==> src/rtl/core/bfpa_ram.sv <==
`default_nettype none
module bfpa_ram #(
	parameter int unsigned DW = 8,
	parameter int unsigned AW = 4
) (
	input  wire logic          clk,
	input  wire logic          we,
	input  wire logic [AW-1:0] waddr,
	input  wire logic [DW-1:0] wdata,
	input  wire logic [AW-1:0] raddr,
	output logic      [DW-1:0] rdata
);
	logic [DW-1:0] mem [2**AW];

	// Write port
	always_ff @(posedge clk) begin
		if (we) mem[waddr] <= wdata;
	end

	// Registered read port
	always_ff @(posedge clk) begin
		rdata <= mem[raddr];
	end
endmodule
`default_nettype wire

==> config.mk <==
export PLATFORM = sky130hd
export DESIGN_NAME = bfpa_ram
export DESIGN_NICKNAME = d
export VERILOG_FILES = /design/src/rtl/core/bfpa_ram.sv
export SDC_FILE = /design/constraint.sdc
export NUM_CORES = 1
export LEC_CHECK = 0
export ABC_AREA = 0
export BUFFER_PORTS_ARGS = -buffer_cell sky130_fd_sc_hd__buf_2
export CORE_ASPECT_RATIO = 1.75
export CORE_MARGIN = 2
export CORE_UTILIZATION = 60
export CTS_BUF_LIST = sky130_fd_sc_hd__clkbuf_8
export DETAILED_ROUTE_END_ITERATION = 10
export PLACE_DENSITY = 0.79
export SYNTH_ARGS = -nofsm -noshare
export SYNTH_HDL_FRONTEND = slang
export SYNTH_SLANG_ARGS = --single-unit
==> constraint.sdc <==
create_clock -name clk -period 6 [get_ports clk]
set_input_delay 1.2 -clock clk [delete_from_list [all_inputs] [get_ports clk]]
set_output_delay 1.2 -clock clk [all_outputs]
set_load 0.05 [all_outputs]
# Yosys cells after proc, flatten, opt, wreduce, memory -nomap -nowiden
# Memory sizes are Yosys's and may differ from the RTL's. A register that Yosys moved wholly into a read port is not among the register bits.
# Index checks and enable logic that the tools add are counted.
# totals
reg_bits	0
ram_bits	128
in_bits	18
output_inout_bits	8
n_memories	1
# mem_list
name	depth	word_bits	rd	rd_ports_with_merged_regs	write_ports	line	rtl
mem	16	8	1	1	1	13	logic [DW-1:0] mem [2**AW];
# op_classes
muxes	2
# ops
cell	n
1-bit two-way mux	2

# Longest topological paths before layout
# logic_depth
depth_word	2
mapped_depth	5

# Least setup slack after synthesis
# No wires, ideal clock.
# synth_timing
kind	input port to flip-flop
from	in waddr[2]
to	mem mem[0][0] (enable)
setup_ns	0.383
t_arrival_ns	2.310
required_time_ns	5.617
slack_ns	3.307
cell_stages	2
n_path_buf	0
cell_sequence	or3b_2 nor3_1
# synth_lines
element	line	rtl
start, declared	8	input wire logic [AW-1:0] waddr,
end, declared	13	
# Straight into the memory's write port.

==> impl_metrics.yaml <==
clock_tree:
  path_clk_slew_ns: 0.07
  cts_root_buffer: "clkbuf_8"
  clk_latency_ns: 0.43
  cts_made_buffers: 17
  clkSinkCount: 136
  cts_buffer_depth: 2
  cts_setup_buffers: 0
  ctsHoldBuffers: 0
  h-tree-depth: 4
  cts_tree: "done"
  cts.repair.resized: 0
floorplanning:
  die_w_um: 74.0
  die_h_um: 127
  core_um2: 8310
  initial_utilization_pct: 61.9
  dieArea_um2: 9370
  io_pins: 26
  rows: 44
worst_setup_path:
  worstPathMaxFanout: 32
  crit_arrival_ns: 3.01
  slowest_delay_ns: 0.76
  worst-path-buf-inv: 1
  endpoint: "rdata[4]"
  crit_path_cell_trace: "buf_2, mux4_1, a22oi_1, nand2_1"
  timing.rr.start: "mem[1][0]"
  start_kind: "primary input"
  cp.depth: 4
  rrSetupSlack_ns: 4.63
  r2r_cells: 3
  crit_slowest_cell: "buf_2"
  cp-startpoint: "raddr[0]"
  critical_path_class: "primary input to flop"
  worstPathRequired_ns: 6.31
  endpoint_kind: "flop"
  rr_endpoint: "rdata[0]"
  critPathTopFamily: "buffers and inverters"
sta:
  relSlewSlack_pct: 30.2
  worstMarginPinSlew_ns: 1.05
  fin_skew_ns: 0.0111
  fin_crit_sh_pct: 45.0
  fin_crit_ns: 2.70
  rsz0062_at_grt: "no"
  finalHoldViolations: 0
  setup_slack_ns: 3.30
  finalSetupTns_ns: 0
  maxSlewViolCount: 0
  timing.fmax_mhz: 370
  setup_viol: 0
  whs_ns: 0.675
placement:
  port_buffers: 25
  dp.final_hpwl_um: 5770
  place_ws_ns: 2.72
  gp_congestion: 0.805
detailed_routing:
  vias_per_cell: 5.99
  wirelength_um: 9370
  drc: 0
  final_antenna_net_count: 0
  num_vias: 2349
  drt-pass1-iter-count: 5
  avgRoutedWirePerCell_um: 23.9
  dr.first_iter.drc_count: 294
finish:
  nets: 282
  synthToLayoutAreaGrowth_pct: 12.6
  layout_commonest_cell: "edfxtp_1"
  antennaDiodeCount: 0
  final_cell_mix: "edfxtp_1, buf_2, mux4_2"
  drive_gt1_share_pct: 27.4
pwr:
  leakagePower_nw: 1.92
  p_per_area_nw_per_um2: 345
  ir_worst_vdd_mv: 0.241
  power_w: 0.00200
global_route:
  grt_usage_pct: 22.8
  grt_pass1_vias: 2455
  grt_max_degree: 33
  globalRouteOverflowTotal: 0
  grt_pass1_wl_um: 14100
  antenna_found_initial: 0
logic_synthesis:
  synth_seq_area_share_pct: 77.8
  yosysWarnings: 0
  ys_types: 19
  syn_area_per_cell_um2: 22.5
  synth_cells: 229
  syn_nets: 247
  yosys_register_bits: 136
  synth.cell_area_um2: 5150
run_status:
  outcome: "finished clean"
run:
  maxCapViolCount: 0
hold_path:
  hold_class: "flop to flop"
  min_path_cells: 3
registers in the layout (all words and copies together), names as in the netlist:
| signal | cells |
|---|---|
| mem | 128 |
| rdata | 8 |
routing by layer:
layer / track usage (%) / share of wire (%) / vias to the layer above
met2: 36.0 / 56 / 72
met4: 12.2 / 1.8 / 0
met1: 28.6 / 38 / 1220
li1: - / - / 1044
met5: 0 / 0 / -
met3: 6.27 / 4.2 / 13
worst reg2reg max path, stage by stage, from the launching register on:
cell and delay (ns):
edfxtp_1 0.37, mux4_1 0.52, a22oi_1 0.28, nand2_1 0.09
layout make-up:
type | instances | area [µm²]
Sequential cell | 136 | 4000
Fill cell | 488 | 2520
Multi-Input combinational cell | 83 | 1070
Clock buffer | 17 | 234
Clock inverter | 15 | 208
Tap cell | 115 | 144
Timing Repair Buffer | 26 | 133
synthesized netlist by cell type (all sizes together):
cell type        n  area (µm²)
or3b             1        8.76
nor2b            1        6.26
nand2b           2        12.5
a22oi           16         120
clkdlybuf4s25    3        30.0
mux4            32         773
nand2            9        33.8
nand3b           2        15.0
and2             1        6.26
nor2            13        48.8
nor3             4        20.0
nand3            1        5.00
and2b            1        7.51
dfxtp            8         160
edfxtp         128        3840
buf              7        56.3
through the flow:
| step | area, µm² | utilization [%] | std cells |
|---|---|---|---|
| 2_1_floorplan | 5150 | - | 229 |
| 3_3_place_gp | 5350 | 64.3 | 360 |
| 3_5_place_dp | 5350 | 64.3 | 360 |
| 4_1_cts | 5790 | 69.6 | 392 |
| 5_1_grt | 5790 | 69.7 | 392 |
| 6_report | 5790 | 69.7 | 392 |
cells by family (layout without fill, tap and decap cells):
| kind of cell | count (synthesis) | in the layout | synth area share, % |
|---|---|---|---|
| AOI/OAI and AO/OA | 16 | 16 | 2.33 |
| DFF | 136 | 136 | 77.8 |
| buffers and inverters | 10 | 58 | 1.68 |
| and+or+nand+nor | 35 | 35 | 3.18 |
| muxes | 32 | 32 | 15.0 |
worst min-delay path by stage:
stage	endpoint	from	slack, ns
final	rdata[5]	mem[15][5]	0.68
after global routing	rdata[5]	mem[15][5]	0.70
after global placement	rdata[2]	mem[12][2]	0.65
after CTS	rdata[5]	mem[14][5]	0.68
after detailed placement	rdata[2]	mem[12][2]	0.66
after floorplan	rdata[0]	mem[7][0]	0.63
report_power, final:
| part | internal, W | switching (W) |
|---|---|---|
| clock | 0.000489 | 0.000331 |
| sequential | 0.00106 | 0.00000653 |
| combinational | 0.0000380 | 0.0000737 |
Power figures use the tool's default switching activity.
